## src/rtl/indexed_insert_delete_array_top_defines.svh

```systemverilog
// Assertion macros for the indexed insert/delete array.
`ifndef INDEXED_INSERT_DELETE_ARRAY_TOP_DEFINES_SVH
`define INDEXED_INSERT_DELETE_ARRAY_TOP_DEFINES_SVH

// Same-cycle implication, sampled on clk, quiet while rst_n is low.
`define IIDA_ASSERT_NOW(lbl, ante, cons, msg) \
    lbl: assert property (@(posedge clk) disable iff (!rst_n) (ante) |-> (cons)) \
        else $error(msg);

// Next-cycle implication, sampled on clk, quiet while rst_n is low.
`define IIDA_ASSERT_NEXT(lbl, ante, cons, msg) \
    lbl: assert property (@(posedge clk) disable iff (!rst_n) (ante) |=> (cons)) \
        else $error(msg);

`endif

```

## src/rtl/iida_pkg.sv

```systemverilog
// Shared types and constants for the indexed insert/delete array.
package iida_pkg;

    localparam int CMD_W     = 2;
    localparam int POS_W     = 7;
    localparam int VALUE_W   = 32;
    localparam int STATUS_W  = 2;
    localparam int COUNT_W   = 7;
    localparam int IN_TDATA_W  = 48;
    localparam int OUT_TDATA_W = 48;

    typedef enum logic [CMD_W-1:0] {
        CMD_CLEAR  = 2'd0,
        CMD_INSERT = 2'd1,
        CMD_DELETE = 2'd2,
        CMD_READ   = 2'd3
    } cmd_t;

    typedef enum logic [STATUS_W-1:0] {
        ST_DONE    = 2'd0,
        ST_BAD_POS = 2'd1,
        ST_FULL    = 2'd2
    } status_t;

    // Broadcast to every cell: which shift to make and where it starts.
    typedef struct packed {
        logic             ins;
        logic             del;
        logic [POS_W-1:0] position;
    } cell_ctrl_t;

endpackage

```

## src/rtl/iida_cell.sv

```systemverilog
// One storage cell of the array: hold, shift up, shift down or load.
module iida_cell #(
    parameter int INDEX      = 0,
    parameter int DATA_WIDTH = 32
) (
    input  logic                    clk,
    input  iida_pkg::cell_ctrl_t    ctrl,
    input  logic [DATA_WIDTH-1:0]   load_value,
    input  logic [DATA_WIDTH-1:0]   left_data,
    input  logic [DATA_WIDTH-1:0]   right_data,
    output logic [DATA_WIDTH-1:0]   data,
    output logic [DATA_WIDTH-1:0]   rd_data
);
    import iida_pkg::*;

    logic                  hit;
    logic                  above;
    logic [DATA_WIDTH-1:0] data_reg;
    logic [DATA_WIDTH-1:0] data_next;

    assign hit   = (32'(ctrl.position) == 32'(INDEX));
    assign above = (32'(INDEX) > 32'(ctrl.position));

    always_comb
    begin
        data_next = data_reg;
        if (ctrl.ins)
        begin
            if (hit)
                data_next = load_value;
            else if (above)
                data_next = left_data;
        end
        else if (ctrl.del)
        begin
            if (hit || above)
                data_next = right_data;
        end
    end

    always_ff @(posedge clk)
    begin
        data_reg <= data_next;
    end

    assign data    = data_reg;
    // drive the entry only when it is the one addressed, so the row can be OR-ed
    assign rd_data = hit ? data_reg : '0;

endmodule

```

## config.mk

```make
export PLATFORM = sky130hd
export DESIGN_NAME = iida_cell
export DESIGN_NICKNAME = d
export VERILOG_FILES = /design/src/rtl/indexed_insert_delete_array_top_defines.svh /design/src/rtl/iida_pkg.sv /design/src/rtl/iida_cell.sv
export SDC_FILE = /design/constraint.sdc
export NUM_CORES = 1
export LEC_CHECK = 0
export BUFFER_PORTS_ARGS = -buffer_cell sky130_fd_sc_hd__buf_2
export CAP_MARGIN = 15
export CORE_MARGIN = 2
export CORE_UTILIZATION = 27
export CTS_CLUSTER_SIZE = 25
export DETAILED_ROUTE_END_ITERATION = 8
export HOLD_SLACK_MARGIN = 0.03
export PLACE_DENSITY = 0.6
export SYNTH_ARGS = -nofsm -noshare
export SYNTH_HDL_FRONTEND = slang
export SYNTH_SLANG_ARGS = --single-unit
```

## constraint.sdc

```tcl
create_clock -name clk -period 9.9 [get_ports clk]
set_input_delay 0.495 -clock clk [delete_from_list [all_inputs] [get_ports clk]]
set_output_delay 0.495 -clock clk [all_outputs]
set_load 0.01 [all_outputs]
```

==> results.toml <==
[worst_setup_path]
path_class = "in -> reg"
cp.arrival_ps = 2630
crit_required_ps = 9840
critPathCaptureType = "register"
path_max_fanout = 33
crit_path_start_kind = "input port"

[sta]
tns_ps = 0
slew_headroom_pct = 36.34
hold_viol = 0
finalCritPeriodShare_pct = 27.16
max_freq_ghz = 0.3718
tightestPinTransition_ps = 955.0
setup_violations = 0
rsz0062_at_grt = "no"
slew_viol_final = 0
fin_crit_ps = 2689

[final_layout]
multi_input_area_um2 = 703.2
area_growth_pct = 41.31
nFillCells = 664
mostFrequentLayoutCells = "137 x buf_2, 32 x mux2_2, 32 x inv_1, 32 x edfxtp_1, 31 x nor3_2"
largest_reg_flops = 32
final_common_cell = "buf_2"
utilization_pct = 39.24
fin_area_um2 = 2666
finalNetCount = 383
drive_gt1_share_pct = 75.64
ff_latch_area_um2 = 960.9
n_antenna_cell = 0
stdcell_count = 371

[worst_hold_path]
worstHoldEndpoint = "data[20]"
hp-class = "in -> reg"
hold_depth = 2
hp-start = "load_value[20]"

[placed_design]
portBuffers = 137
dp_hpwl_um = 3160
routabilityCongestion = 0.6756
dpl-instance-area_um2 = 2597
dp_cells = 366

[global_routing]
grt_pass1_vias = 1376
grt_use_total_pct = 10.77
grt_max_degree = 34
grt_overflow = 0
grt_pass1_wl_um = 6279
antenna_found_initial = 0

[synthesis]
syn_inst = 144
synthesis.nets = 250
syn_area_per_cell_um2 = 13.10
synth_area_um2 = 1887
yosys_warnings = 0
seq_area_frac_synth_pct = 50.93
synth.distinct_cells = 12
yosys_register_bits = 32

[cts]
clk_pin_slew_worst_paths_ps = 60
cts_sinks = 32
cts_resized = 0
cts_tree = "yes"
clock_path_buffers = 2
numCtsBuffers = 5
clockRootBuffer = "clkbuf_8"
htreeDepth = 2
post_cts_buffers = 0
holdBufCountCts = 0

[power]
ir_drop_uv = 33.64
power_leakage_nw = 1.240
power_density_nw_per_um2 = 101.7

[detailed_routing]
first_pass_iters = 4
wirelength_um = 4242
drc = 0
via_count = 1501
route.detailed.wl_per_inst_um = 11.43
initialDrtViolationCount = 40
antenna_left = 0
detail_route.vias_per_cell = 4.046

[die]
die_w_um = 87.60
dieArea_um2 = 7673
io_pins = 170
fp.dieH_um = 87.60
initial_core_util_pct = 27.77
core_area_um2 = 6794
rows = 30

[job]
maxCapViolCount = 0

[run_status]
outcome = "finished clean"
-- critical path, cell delays in order --
cell and delay, ps:
buf_2 90, or3_2 870, nor3_2 710, buf_4 440
-- metal layers --
| layer | track usage, % | wire length [um] |
|---|---|---|
| met2 | 19.77 | 2274 |
| met5 | 0 | 0 |
| met3 | 3.676 | 337 |
| met4 | 3.357 | 32 |
| met1 | 11.61 | 1598 |
-- synth_stat cells --
cell / count / area [um^2]
buf_12: 3 / 60.06
mux2_2: 32 / 360.4
nor2_1: 1 / 3.750
clkbuf_1: 2 / 7.510
edfxtp_1: 32 / 960.9
buf_2: 6 / 30.03
buf_6: 1 / 11.26
or4_4: 1 / 11.26
or3_1: 1 / 6.260
nor3_2: 30 / 300.3
nor3_1: 3 / 15.01
inv_1: 32 / 120.1
-- per-stage QoR --
| stage | hold slack (ps) | total power [mW] | worst slack (ps) |
|---|---|---|---|
| 6_report | 522.2 | 0.2711 | 7211 |
| 5_1_grt | 510.3 | 0.2852 | 7033 |
| 4_1_cts | 505.1 | 0.2784 | 7151 |
| 3_5_place_dp | 799.7 | 0.1892 | 6856 |
| 3_3_place_gp | 797.3 | 0.1884 | 6864 |
| 2_1_floorplan | 714.9 | 0.1741 | 6021 |
-- how the worst max path moves through the flow --
stage                 start  depth (start not counted)  slack, ps        to
global route        ctrl[1]                          4       7030   data[1]
finish              ctrl[1]                          4       7210  data[19]
global placement    ctrl[1]                          4       6860  data[30]
detailed placement  ctrl[1]                          4       6860  data[24]
floorplan           ctrl[2]                          3       6020   data[0]
CTS                 ctrl[1]                          4       7150  data[19]
-- cell type report --
type,instances,area share (%)
clock buffers,5,2.581
inverters,32,4.505
multi-input cells,68,26.37
flip-flops and latches,32,36.04
well taps,96,4.505
repair buffers,138,26.00
-- power breakdown --
group / internal [mW] / leakage [nW] / switching (mW)
combinational: 0.0205 / 0.917 / 0.0137
sequential: 0.151 / 0.288 / 0.000301
clock: 0.0451 / 0.0359 / 0.0404
-- logic make-up (layout without fill, tap and decap cells) --
kind of cell	count (synthesis)	count (layout)	share of synthesized area, %
buffers and inverters	44	175	12.14
flip-flops	32	32	50.93
multiplexers	32	32	19.10
AND/OR/NAND/NOR	36	36	17.84
No activity file was read; power rests on OpenSTA's default activity.
